`config.mk`:
```
export PLATFORM = sky130hd
export DESIGN_NAME = proxy_header_stream_parser
export DESIGN_NICKNAME = d
export VERILOG_FILES = /design/src/hw/rtl/phsp_pkg.sv /design/src/hw/rtl/phsp_cfg_regs.sv /design/src/hw/rtl/phsp_in_stage.sv /design/src/hw/rtl/phsp_core.sv /design/src/hw/rtl/phsp_out_stage.sv /design/src/hw/rtl/proxy_header_stream_parser.sv
export SDC_FILE = /design/constraint.sdc
export NUM_CORES = 1
export LEC_CHECK = 0
export BUFFER_PORTS_ARGS = -buffer_cell sky130_fd_sc_hd__buf_2
export CAP_MARGIN = 20
export CELL_PAD_IN_SITES_DETAIL_PLACEMENT = 1
export CELL_PAD_IN_SITES_GLOBAL_PLACEMENT = 1
export CORE_ASPECT_RATIO = 1.5
export CORE_UTILIZATION = 31
export CTS_CLUSTER_DIAMETER = 40
export DETAILED_ROUTE_END_ITERATION = 6
export PLACE_DENSITY = 0.64
export SLEW_MARGIN = 5
export SYNTH_ARGS = -nofsm -noshare
export SYNTH_HDL_FRONTEND = slang
export SYNTH_SLANG_ARGS = --single-unit
export TNS_END_PERCENT = 10
```
`constraint.sdc`:
```
create_clock -name clk -period 5.1 [get_ports clk]
set_clock_uncertainty 0.2 [all_clocks]
set_input_delay 0.51 -clock clk [delete_from_list [all_inputs] [get_ports clk]]
set_output_delay 0.51 -clock clk [all_outputs]
set_load 0.01 [all_outputs]
```
`src/hw/rtl/phsp_pkg.sv`:
```
package phsp_pkg;

  // field sizes of the fixed-length header parts
  localparam int unsigned ID_BYTES   = 16;
  localparam int unsigned IPV4_BYTES = 4;
  localparam int unsigned IPV6_BYTES = 16;

  localparam int unsigned LEN_W  = 10;
  localparam int unsigned CFG_IW = 3;
  localparam int unsigned CFG_DW = 8;

  // register indexes of the configuration port
  localparam logic [CFG_IW-1:0] REG_RESPONSE_MODE    = 3'd0;
  localparam logic [CFG_IW-1:0] REG_EXPECTED_VERSION = 3'd1;
  localparam logic [CFG_IW-1:0] REG_CODE_IPV4        = 3'd2;
  localparam logic [CFG_IW-1:0] REG_CODE_DOMAIN      = 3'd3;
  localparam logic [CFG_IW-1:0] REG_CODE_IPV6        = 3'd4;

  // byte kind tags
  localparam logic [3:0] KIND_VERSION   = 4'd0;
  localparam logic [3:0] KIND_ID        = 4'd1;
  localparam logic [3:0] KIND_ADDON_LEN = 4'd2;
  localparam logic [3:0] KIND_ADDON     = 4'd3;
  localparam logic [3:0] KIND_COMMAND   = 4'd4;
  localparam logic [3:0] KIND_PORT_HI   = 4'd5;
  localparam logic [3:0] KIND_PORT_LO   = 4'd6;
  localparam logic [3:0] KIND_ADDR_TYPE = 4'd7;
  localparam logic [3:0] KIND_ADDR_LEN  = 4'd8;
  localparam logic [3:0] KIND_ADDR_BYTE = 4'd9;
  localparam logic [3:0] KIND_PAYLOAD   = 4'd10;
  localparam logic [3:0] KIND_DISCARD   = 4'd11;

  // error codes
  localparam logic [1:0] ERR_NONE    = 2'd0;
  localparam logic [1:0] ERR_VERSION = 2'd1;
  localparam logic [1:0] ERR_ATYPE   = 2'd2;

  // parser phase, one-hot
  typedef enum logic [12:0] {
    PH_VER       = 13'h0001,
    PH_ID        = 13'h0002,
    PH_ADDON_LEN = 13'h0004,
    PH_ADDON     = 13'h0008,
    PH_CMD       = 13'h0010,
    PH_PORT_HI   = 13'h0020,
    PH_PORT_LO   = 13'h0040,
    PH_ATYPE     = 13'h0080,
    PH_DOM_LEN   = 13'h0100,
    PH_ADDR      = 13'h0200,
    PH_PAYLOAD   = 13'h0400,
    PH_ERR_VER   = 13'h0800,
    PH_ERR_ATYPE = 13'h1000
  } phase_t;

  // configuration register set
  typedef struct packed {
    logic       response_mode;
    logic [7:0] expected_version;
    logic [7:0] code_ipv4;
    logic [7:0] code_domain;
    logic [7:0] code_ipv6;
  } cfg_t;

  // one input byte held in the input register
  typedef struct packed {
    logic [7:0] data_byte;
    logic       frame_start;
  } in_item_t;

  // one tagged result
  typedef struct packed {
    logic [3:0]       byte_kind;
    logic [7:0]       byte_index;
    logic             header_done;
    logic [1:0]       error_code;
    logic [LEN_W-1:0] header_length;
    logic [7:0]       command_out;
    logic [15:0]      port_out;
    logic [7:0]       addr_type_out;
  } result_t;

endpackage

```
`src/hw/rtl/phsp_cfg_regs.sv`:
```
module phsp_cfg_regs (
  input  logic                          clk,
  input  logic                          rst_n,
  input  logic                          cfg_we,
  input  logic [phsp_pkg::CFG_IW-1:0]   cfg_index,
  input  logic [phsp_pkg::CFG_DW-1:0]   cfg_wdata,
  output phsp_pkg::cfg_t                cfg
);

  phsp_pkg::cfg_t cfg_r;
  phsp_pkg::cfg_t cfg_nxt;

  // register write decode
  always_comb begin
    cfg_nxt = cfg_r;
    if (cfg_we) begin
      case (cfg_index)
        phsp_pkg::REG_RESPONSE_MODE:    cfg_nxt.response_mode    = cfg_wdata[0];
        phsp_pkg::REG_EXPECTED_VERSION: cfg_nxt.expected_version = cfg_wdata;
        phsp_pkg::REG_CODE_IPV4:        cfg_nxt.code_ipv4        = cfg_wdata;
        phsp_pkg::REG_CODE_DOMAIN:      cfg_nxt.code_domain      = cfg_wdata;
        phsp_pkg::REG_CODE_IPV6:        cfg_nxt.code_ipv6        = cfg_wdata;
        default:                        cfg_nxt = cfg_r;
      endcase
    end
  end

  always_ff @(posedge clk) begin
    if (!rst_n) begin
      cfg_r.response_mode    <= 1'b0;
      cfg_r.expected_version <= 8'd0;
      cfg_r.code_ipv4        <= 8'd1;
      cfg_r.code_domain      <= 8'd2;
      cfg_r.code_ipv6        <= 8'd3;
    end else begin
      cfg_r <= cfg_nxt;
    end
  end

  assign cfg = cfg_r;

endmodule

```
`src/hw/rtl/phsp_in_stage.sv`:
```
module phsp_in_stage (
  input  logic                clk,
  input  logic                rst_n,
  input  logic                load,
  input  logic                drain,
  input  phsp_pkg::in_item_t  item_in,
  output logic                valid,
  output phsp_pkg::in_item_t  item
);

  logic               valid_r;
  logic               valid_nxt;
  phsp_pkg::in_item_t item_r;

  // input register occupancy
  always_comb begin
    if (load) begin
      valid_nxt = 1'b1;
    end else if (drain) begin
      valid_nxt = 1'b0;
    end else begin
      valid_nxt = valid_r;
    end
  end

  always_ff @(posedge clk) begin
    if (!rst_n) begin
      valid_r <= 1'b0;
    end else begin
      valid_r <= valid_nxt;
    end
  end

  // payload capture
  always_ff @(posedge clk) begin
    if (load) begin
      item_r <= item_in;
    end
  end

  assign valid = valid_r;
  assign item  = item_r;

endmodule

```
`src/hw/rtl/phsp_core.sv`:
```
module phsp_core (
  input  logic                clk,
  input  logic                rst_n,
  input  logic                step,
  input  phsp_pkg::cfg_t      cfg,
  input  phsp_pkg::in_item_t  item,
  output phsp_pkg::result_t   res
);

  localparam int unsigned LW = phsp_pkg::LEN_W;

  phsp_pkg::phase_t phase_r, phase_nxt, ph;
  logic [7:0]       fcount_r, fcount_nxt, fc;
  logic [7:0]       flen_r, flen_nxt, fl;
  logic [LW-1:0]    lcount_r, lcount_nxt, lc;
  logic [7:0]       cmd_r, cmd_nxt, cmd;
  logic [15:0]      port_r, port_nxt, port;
  logic [7:0]       atype_r, atype_nxt, atype;

  logic [8:0]       fc_inc;
  logic [LW-1:0]    lc_inc;
  logic [7:0]       fc_sat;
  logic [7:0]       b;
  logic [3:0]       kind;
  logic [7:0]       idx;
  logic [1:0]       err;
  logic             done;
  logic             req_done;

  // frame start restarts the parser before this byte
  always_comb begin
    if (item.frame_start) begin
      ph    = phsp_pkg::PH_VER;
      fc    = 8'd0;
      fl    = 8'd0;
      lc    = '0;
      cmd   = 8'd0;
      port  = 16'd0;
      atype = 8'd0;
    end else begin
      ph    = phase_r;
      fc    = fcount_r;
      fl    = flen_r;
      lc    = lcount_r;
      cmd   = cmd_r;
      port  = port_r;
      atype = atype_r;
    end
  end

  assign b      = item.data_byte;
  assign fc_inc = {1'b0, fc} + 9'd1;
  assign lc_inc = lc + {{(LW-1){1'b0}}, 1'b1};
  assign fc_sat = (fc == 8'hFF) ? fc : fc_inc[7:0];

  // per-byte field decode and next state
  always_comb begin
    phase_nxt  = ph;
    fcount_nxt = fc;
    flen_nxt   = fl;
    lcount_nxt = lc;
    cmd_nxt    = cmd;
    port_nxt   = port;
    atype_nxt  = atype;
    kind       = phsp_pkg::KIND_DISCARD;
    idx        = 8'd0;
    err        = phsp_pkg::ERR_NONE;
    done       = 1'b0;
    case (ph)
      phsp_pkg::PH_VER: begin
        kind       = phsp_pkg::KIND_VERSION;
        lcount_nxt = {{(LW-1){1'b0}}, 1'b1};
        fcount_nxt = 8'd0;
        if (b != cfg.expected_version) begin
          err       = phsp_pkg::ERR_VERSION;
          phase_nxt = phsp_pkg::PH_ERR_VER;
        end else if (cfg.response_mode) begin
          phase_nxt = phsp_pkg::PH_ADDON_LEN;
        end else begin
          phase_nxt = phsp_pkg::PH_ID;
        end
      end
      phsp_pkg::PH_ID: begin
        kind       = phsp_pkg::KIND_ID;
        idx        = fc;
        lcount_nxt = lc_inc;
        if (fc_inc >= 9'(phsp_pkg::ID_BYTES)) begin
          fcount_nxt = 8'd0;
          phase_nxt  = phsp_pkg::PH_ADDON_LEN;
        end else begin
          fcount_nxt = fc_inc[7:0];
        end
      end
      phsp_pkg::PH_ADDON_LEN: begin
        kind       = phsp_pkg::KIND_ADDON_LEN;
        lcount_nxt = lc_inc;
        flen_nxt   = b;
        fcount_nxt = 8'd0;
        if (b != 8'd0) begin
          phase_nxt = phsp_pkg::PH_ADDON;
        end else if (cfg.response_mode) begin
          done = 1'b1;
        end else begin
          phase_nxt = phsp_pkg::PH_CMD;
        end
      end
      phsp_pkg::PH_ADDON: begin
        kind       = phsp_pkg::KIND_ADDON;
        idx        = fc;
        lcount_nxt = lc_inc;
        if (fc_inc >= {1'b0, fl}) begin
          fcount_nxt = 8'd0;
          if (cfg.response_mode) begin
            done = 1'b1;
          end else begin
            phase_nxt = phsp_pkg::PH_CMD;
          end
        end else begin
          fcount_nxt = fc_inc[7:0];
        end
      end
      phsp_pkg::PH_CMD: begin
        kind       = phsp_pkg::KIND_COMMAND;
        lcount_nxt = lc_inc;
        cmd_nxt    = b;
        phase_nxt  = phsp_pkg::PH_PORT_HI;
      end
      phsp_pkg::PH_PORT_HI: begin
        kind       = phsp_pkg::KIND_PORT_HI;
        lcount_nxt = lc_inc;
        port_nxt   = {b, 8'h00};
        phase_nxt  = phsp_pkg::PH_PORT_LO;
      end
      phsp_pkg::PH_PORT_LO: begin
        kind       = phsp_pkg::KIND_PORT_LO;
        lcount_nxt = lc_inc;
        port_nxt   = {port[15:8], b};
        phase_nxt  = phsp_pkg::PH_ATYPE;
      end
      phsp_pkg::PH_ATYPE: begin
        kind       = phsp_pkg::KIND_ADDR_TYPE;
        lcount_nxt = lc_inc;
        atype_nxt  = b;
        fcount_nxt = 8'd0;
        // ipv4 wins over domain, domain over ipv6
        if (b == cfg.code_ipv4) begin
          flen_nxt  = 8'(phsp_pkg::IPV4_BYTES);
          phase_nxt = phsp_pkg::PH_ADDR;
        end else if (b == cfg.code_domain) begin
          phase_nxt = phsp_pkg::PH_DOM_LEN;
        end else if (b == cfg.code_ipv6) begin
          flen_nxt  = 8'(phsp_pkg::IPV6_BYTES);
          phase_nxt = phsp_pkg::PH_ADDR;
        end else begin
          err       = phsp_pkg::ERR_ATYPE;
          phase_nxt = phsp_pkg::PH_ERR_ATYPE;
        end
      end
      phsp_pkg::PH_DOM_LEN: begin
        kind       = phsp_pkg::KIND_ADDR_LEN;
        lcount_nxt = lc_inc;
        flen_nxt   = b;
        fcount_nxt = 8'd0;
        if (b == 8'd0) begin
          done = 1'b1;
        end else begin
          phase_nxt = phsp_pkg::PH_ADDR;
        end
      end
      phsp_pkg::PH_ADDR: begin
        kind       = phsp_pkg::KIND_ADDR_BYTE;
        idx        = fc;
        lcount_nxt = lc_inc;
        fcount_nxt = fc_inc[7:0];
        if (fc_inc >= {1'b0, fl}) begin
          done = 1'b1;
        end
      end
      phsp_pkg::PH_PAYLOAD: begin
        kind       = phsp_pkg::KIND_PAYLOAD;
        idx        = fc;
        fcount_nxt = fc_sat;
      end
      phsp_pkg::PH_ERR_VER: begin
        kind       = phsp_pkg::KIND_DISCARD;
        idx        = fc;
        fcount_nxt = fc_sat;
        err        = phsp_pkg::ERR_VERSION;
      end
      phsp_pkg::PH_ERR_ATYPE: begin
        kind       = phsp_pkg::KIND_DISCARD;
        idx        = fc;
        fcount_nxt = fc_sat;
        err        = phsp_pkg::ERR_ATYPE;
      end
      default: begin
        kind       = phsp_pkg::KIND_DISCARD;
        idx        = fc;
        fcount_nxt = fc_sat;
      end
    endcase
    // header complete: switch to payload
    if (done) begin
      phase_nxt  = phsp_pkg::PH_PAYLOAD;
      fcount_nxt = 8'd0;
    end
  end

  // parser state, advanced once per transaction
  always_ff @(posedge clk) begin
    if (!rst_n) begin
      phase_r  <= phsp_pkg::PH_VER;
      fcount_r <= 8'd0;
      flen_r   <= 8'd0;
      lcount_r <= '0;
      cmd_r    <= 8'd0;
      port_r   <= 16'd0;
      atype_r  <= 8'd0;
    end else if (step) begin
      phase_r  <= phase_nxt;
      fcount_r <= fcount_nxt;
      flen_r   <= flen_nxt;
      lcount_r <= lcount_nxt;
      cmd_r    <= cmd_nxt;
      port_r   <= port_nxt;
      atype_r  <= atype_nxt;
    end
  end

  // result fields
  assign req_done          = done && !cfg.response_mode;
  assign res.byte_kind     = kind;
  assign res.byte_index    = idx;
  assign res.header_done   = done;
  assign res.error_code    = err;
  assign res.header_length = done ? lcount_nxt : '0;
  assign res.command_out   = req_done ? cmd_nxt : 8'd0;
  assign res.port_out      = req_done ? port_nxt : 16'd0;
  assign res.addr_type_out = req_done ? atype_nxt : 8'd0;

endmodule

```
`src/hw/rtl/phsp_out_stage.sv`:
```
module phsp_out_stage (
  input  logic               clk,
  input  logic               rst_n,
  input  logic               load,
  input  phsp_pkg::result_t  res_in,
  input  logic               out_ready,
  output logic               can_load,
  output logic               out_valid,
  output phsp_pkg::result_t  res
);

  logic              valid_r;
  logic              valid_nxt;
  phsp_pkg::result_t res_r;

  // result register occupancy
  always_comb begin
    if (load) begin
      valid_nxt = 1'b1;
    end else if (out_ready) begin
      valid_nxt = 1'b0;
    end else begin
      valid_nxt = valid_r;
    end
  end

  always_ff @(posedge clk) begin
    if (!rst_n) begin
      valid_r <= 1'b0;
    end else begin
      valid_r <= valid_nxt;
    end
  end

  always_ff @(posedge clk) begin
    if (load) begin
      res_r <= res_in;
    end
  end

  assign can_load  = !valid_r || out_ready;
  assign out_valid = valid_r;
  assign res       = res_r;

endmodule

```
`src/hw/rtl/proxy_header_stream_parser.sv`:
```
// flow: an accepted byte is held in the input register, then its result is
// registered in the result register, which drives out_tvalid
// throughput: one byte per cycle; in_tready drops only while both the input
// and the result register are full and out_tready is low
// reset: synchronous, active low; parser expects a version byte, counters
// and captured fields clear, registers take their reset values
module proxy_header_stream_parser (
  input  logic                         clk,
  input  logic                         rst_n,
  // input stream
  input  logic                         in_tvalid,
  output logic                         in_tready,
  input  logic [7:0]                   in_tdata,   // data_byte
  input  logic                         in_tuser,   // frame_start
  // result stream
  output logic                         out_tvalid,
  input  logic                         out_tready,
  // byte_index[7:0], header_length[17:8], command_out[25:18],
  // port_out[41:26], addr_type_out[49:42], zero fill[55:50]
  output logic [55:0]                  out_tdata,
  output logic [5:0]                   out_tuser,  // byte_kind[3:0], error_code[5:4]
  output logic                         out_tlast,  // header_done
  // configuration
  input  logic                         cfg_we,
  input  logic [phsp_pkg::CFG_IW-1:0]  cfg_index,
  input  logic [phsp_pkg::CFG_DW-1:0]  cfg_wdata
);

  phsp_pkg::cfg_t     cfg;
  phsp_pkg::in_item_t in_item;
  phsp_pkg::in_item_t held_item;
  phsp_pkg::result_t  core_res;
  phsp_pkg::result_t  out_res;
  logic               held_valid;
  logic               can_load;
  logic               advance;
  logic               in_take;

  assign in_item.data_byte   = in_tdata;
  assign in_item.frame_start = in_tuser;

  // a held byte moves on whenever the result register can take it
  assign advance   = held_valid && can_load;
  assign in_tready = !held_valid || advance;
  assign in_take   = in_tvalid && in_tready;

  phsp_cfg_regs u_cfg (
    .clk       (clk),
    .rst_n     (rst_n),
    .cfg_we    (cfg_we),
    .cfg_index (cfg_index),
    .cfg_wdata (cfg_wdata),
    .cfg       (cfg)
  );

  phsp_in_stage u_in (
    .clk     (clk),
    .rst_n   (rst_n),
    .load    (in_take),
    .drain   (advance),
    .item_in (in_item),
    .valid   (held_valid),
    .item    (held_item)
  );

  phsp_core u_core (
    .clk   (clk),
    .rst_n (rst_n),
    .step  (advance),
    .cfg   (cfg),
    .item  (held_item),
    .res   (core_res)
  );

  phsp_out_stage u_out (
    .clk       (clk),
    .rst_n     (rst_n),
    .load      (advance),
    .res_in    (core_res),
    .out_ready (out_tready),
    .can_load  (can_load),
    .out_valid (out_tvalid),
    .res       (out_res)
  );

  // result packing
  assign out_tdata = {6'd0, out_res.addr_type_out, out_res.port_out, out_res.command_out,
                      out_res.header_length, out_res.byte_index};
  assign out_tuser = {out_res.error_code, out_res.byte_kind};
  assign out_tlast = out_res.header_done;

endmodule

```
After elaboration in Yosys (flattened, before gate mapping)

Cells that the tools add are included.

Flip-flop bits (word level): 172
Output and inout port bits: 65
Word-level logic and storage cells: 121

Add/subtract/negate cells: 2
$lt $le $gt $ge: 2
Equality and inequality tests: 22
Mux-type cells: 48
Reduce and logical (&&, ||, !) cells: 23

Operators with widths:

| operator              | number |
|---|---|
| $mux 13               | 11 |
| $pmux 13 s9           | 1 |
| $mux 8                | 13 |
| $pmux 4 s11           | 1 |
| $pmux 8 s5            | 1 |
| $pmux 16 s2           | 1 |
| $eq 8x8->1            | 3 |
| $pmux 10 s2           | 1 |
| $mux 16               | 1 |
| $pmux 8 s2            | 1 |
| $eq 13x1->1 const B   | 1 |
| $eq 13x10->1 const B  | 1 |
| $eq 13x11->1 const B  | 1 |
| $eq 13x12->1 const B  | 1 |
| $eq 13x13->1 const B  | 1 |
| $eq 13x2->1 const B   | 1 |
| $eq 13x3->1 const B   | 1 |
| $eq 13x4->1 const B   | 1 |
| $eq 13x5->1 const B   | 1 |
| $eq 13x6->1 const B   | 1 |
| $eq 13x7->1 const B   | 1 |
| $eq 13x8->1 const B   | 1 |
| $eq 13x9->1 const B   | 1 |
| $add 10x1->10 const B | 1 |
| other kinds (27)      | 49 |

Depth between registers and ports, before layout

Depth after elaboration: 6
Mapped depth: 18
Mapped depth without buffers: 17

Hierarchy

Synthesis repeated with hierarchy kept, for this count alone.

Cell total of the unflattened synthesis: 872
Area total of the unflattened synthesis: 8,406.8 um^2

Modules (own cells, without submodules):

| module                     | instances | cells each | area an instance (um^2) |
|---|---|---|---|
| phsp_core                  | 1         | 665        | 4,969.8 |
| phsp_out_stage             | 1         | 61         | 1,760.4 |
| phsp_cfg_regs              | 1         | 124        | 1,286.2 |
| phsp_in_stage              | 1         | 12         | 311.5 |
| proxy_header_stream_parser | 1         | 10         | 78.8 |

Least setup slack after synthesis

OpenSTA, ideal clock, no wires.

Path kind: input port to flip-flop
Start point: input out_tready
End point: register u_core.phase_r[11]
Setup time: 0.075 ns
Data arrival time: 3.472 ns
Required time: 4.825 ns
Slack: 1.354 ns
Stages on the path: 8
Path buffers: 3
Cell sequence: nor2b_1 -> nand2b_1 -> clkbuf_1 -> inv_1 -> clkbuf_1 -> buf_1 -> a22oi_1 -> nor2_1

Word-level cells in the longest chain between the ends: 2

Ends and longest elaborated chain:

| item                   | RTL line                         | text |
|---|---|---|
| start: declaration     | proxy_header_stream_parser.sv:17 | `input logic out_tready,` |
| $logic_or 1x1->1       | phsp_out_stage.sv:41             | `assign can_load = !valid_r \|\| out_ready;` |
| $logic_and 1x1->1      | proxy_header_stream_parser.sv:43 | `assign advance = held_valid && can_load;` |
| net advance            | proxy_header_stream_parser.sv:36 | `logic advance;` |
| end signal: assignment | phsp_core.sv:212                 | `phase_r <= phsp_pkg::PH_VER;` |
| end signal: assignment | phsp_core.sv:220                 | `phase_r <= phase_nxt;` |
| end: declaration       | phsp_core.sv:12                  | `phsp_pkg::phase_t phase_r, phase_nxt, ph;` |

The timed path passes the listed nets, and every way through them passes these cells.
A chain may end at the register's enable or synchronous reset.

==> key figures <==
Die
  • Die width: 140 um
  • DIE HEIGHT: 208 um
  • Die area: 29100 um^2
  • Initial core utilization: 31.4%
  • Core Box Area: 28000 um^2
  • I/O pin cnt: 90
  • Rows: 75

Layout
  • Commonest non-fill, non-tap cell in the layout: nor2_1
  • Final Net Count: 1052
  • Area of the multi-input gates: 4320 um^2
  • Fillers: 3279
  • Area Overhead vs Synth: 14.1%
  • Fin util: 35.9%
  • Commonest non-fill, non-tap cells in the layout: nor2_1, nand2_1, dfxtp_1
  • ANT cells: 0
  • Fin area: 10000 um^2
  • Register area: 4100 um^2
  • Fraction of layout cells with a size suffix above 1: 15.2%

Clock tree
  • Postcts setup bufs: 0
  • Hold-fix buffers, CTS: 0
  • Clk sinks: 172
  • Resize count post-CTS: 0
  • Clk Latency, worst-skew pair: 450 ps
  • Clock buffer depth: 2
  • TritonCTS clock tree: done
  • Inserted Clock Buffers: 17
  • H-tree depth: 4
  • CTS clk-pin slew, worst paths: 70 ps
  • Clk root buf: clkbuf_16

Critical path
  • Worst EP required: 5270 ps
  • Endpoint type of the worst setup path: register
  • Worst setup SP type: register
  • Worst setup path start: u_core.fcount_r[1]
  • Reg2Reg Launch Point: u_core.fcount_r[1]
  • Critical Path AT: 4220 ps
  • Critical path peak fanout: 11
  • Type of the worst setup path: reg2reg

GRT
  • Initial antenna violation count: 0
  • First-pass GRT wire length: 43200 um
  • Largest net degree at the start of global routing: 85
  • Vias in the first global route: 7639
  • GRT Util Overall: 19.4%
  • Global route overflow: 0

Placement
  • Port Buffers: 83
  • GP Congestion: 0.909
  • DP HPWL: 19200 um
  • Cell Area, Placed: 9410 um^2

Route
  • Avg Vias per Cell: 5.49
  • Met1 wire length: 11800 um
  • Total wire length: 27500 um
  • Top routing layer in use: met4
  • Met2 wire len: 14200 um
  • DR WL met3: 743 um
  • Pre-antenna DRT Iters: 5
  • Routed WL per cell: 20.0 um
  • Routed Antenna Nets: 0
  • Via count: 7564
  • # DRC: 0
  • Initial drt markers: 411

Job
  • Max-Cap Viols: 0

Synthesis
  • Sequential area share after synthesis: 46.7%
  • Number of synthesized flops with an enable pin: 66
  • Synth Cell Area: 8790 um^2
  • Commonest register cell after synthesis: dfxtp_1
  • Synth warn: 0
  • Synthesized area per cell: 9.02 um^2
  • Seq cells post-synth: 172
  • Syn Inst Count: 975
  • Fraction of registers with async set/reset: 0%
  • Yosys cell types: 80

Power
  • Sw Share: 24.8%
  • Sequential share of power: 48.0%
  • Int Pwr: 2.35 mW
  • Cell area power density: 312 nW/um^2
  • Leakage: 3.39 nW
  • Logic gate share of total power: 6.9%
  • Net Switching: 0.777 mW
  • Max IR drop VDD: 258 uV
  • Clock share of power: 45.1%

Timing
  • Max Clk Rate: 247 MHz
  • Slew Limit Fails: 0
  • Setup Viol. Count Final: 0
  • Worst-Margin Slew: 1000 ps
  • Post-route minimum period: 4040 ps
  • RSZ-0062 raised after global routing: false
  • Setup Total Neg Slack: 0 ps
  • Fin. Hold Viols: 0
  • Final period utilization: 79.3%
  • Slew HR: 33.0%

Worst hold path
  • Worst min path class: in2reg
  • HP Start: in_tdata[6]

Status
  • Status: finished, final reports clean
[power groups by stage]
stage	logic [mW]	clock network, mW	registers [mW]
6_report	0.215	1.41	1.50
5_1_grt	0.234	1.49	1.51
4_1_cts	0.218	1.44	1.50
3_5_place_dp	0.216	0	1.53
3_3_place_gp	0.215	0	1.53
2_1_floorplan	0.145	0	1.51
[metrics by stage]
stage | power [mW] | cells | setup slack [ps] | hold slack (ps)
4_1_cts | 3.16 | 1377 | 1050 | 15.8
2_1_floorplan | 1.66 | 980 | 1350 | 245
3_5_place_dp | 1.75 | 1345 | 1040 | 262
5_1_grt | 3.23 | 1377 | 665 | 20.1
3_3_place_gp | 1.75 | 1345 | 1150 | 255
6_report | 3.13 | 1377 | 1060 | 34.7
[worst paths after layout]
path	end	slack, ps	cells after the start
max	u_core.fcount_r[1]	1060	15
min reg2reg	u_cfg.cfg[15]	270	2
min	u_in.item[7]	30	1
max reg2reg	u_core.fcount_r[1]	1060	15
[cell families after synthesis]
logic type,Yosys count,share of synthesized area (%)
AO/OA/AOI/OAI,234,18.1
XOR/XNOR,42,4.18
adder cells (fa/ha/maj),9,1.28
buffers and inverters,88,4.43
flip-flops,172,46.7
multiplexers,11,1.25
other,1,0.0427
AND/OR/NAND/NOR,418,24.1
[per-layer routing]
metal	track usage, %	vias to the layer above
met5	0	-
met4	8.70	0
met3	2.97	54
met2	34.7	143
met1	22.6	3782
li1	-	3585
[state kept, by name, summed over array words and instances (netlist names)]
name / cells
u_core.phase_r: 13
u_in.item: 9
u_core.fcount_r: 8
u_core.lcount_r: 10
u_core.atype_r: 8
u_core.cmd_r: 8
u_cfg.cfg: 33
u_core.flen_r: 8
u_core.port_r: 16
u_out.out_valid: 1
u_out.res: 57
u_in.valid: 1
[critical path, cell delays in order (launching register included)]
cell,delay (ps)
dfxtp_1,460
nor2b_1,270
ha_1,260
nand3_1,110
xnor2_1,300
nand2_1,150
inv_1,90
ha_1,240
a21o_1,160
a21oi_1,120
o21ai_0,170
o221ai_1,260
a21oi_1,130
nor2_1,610
inv_1,170
o31ai_1,250
[area by class of cell]
| type | instances | share of cell area, % |
|---|---|---|
| tap | 346 | 4.31 |
| clock buffer | 19 | 4.31 |
| timing repair buffer | 96 | 5.11 |
| clock inverter | 13 | 1.86 |
| sequential | 172 | 40.9 |
| multi-input combinational | 720 | 43.1 |
| inverter | 11 | 0.424 |
[synthesized netlist by cell type (8+ instances only)]
cell,number,area [um^2]
a21oi_1,83,415
a22oi_1,42,315
and2_1,14,87.6
and3_1,10,62.6
buf_1,8,30.0
buf_4,8,60.1
clkbuf_1,53,199
dfxtp_1,106,2120
edfxtp_1,66,1980
ha_1,9,113
inv_1,10,37.5
mux2i_1,11,110
nand2_1,120,450
nand3_1,32,160
nand4_1,18,113
nor2_1,125,469
nor2b_1,13,81.3
nor3_1,15,75.1
nor3b_1,20,150
o21ai_0,26,130
o21ai_1,14,70.1
xnor2_1,31,272
xor2_1,11,96.3
(Power assumes the default switching activity.)
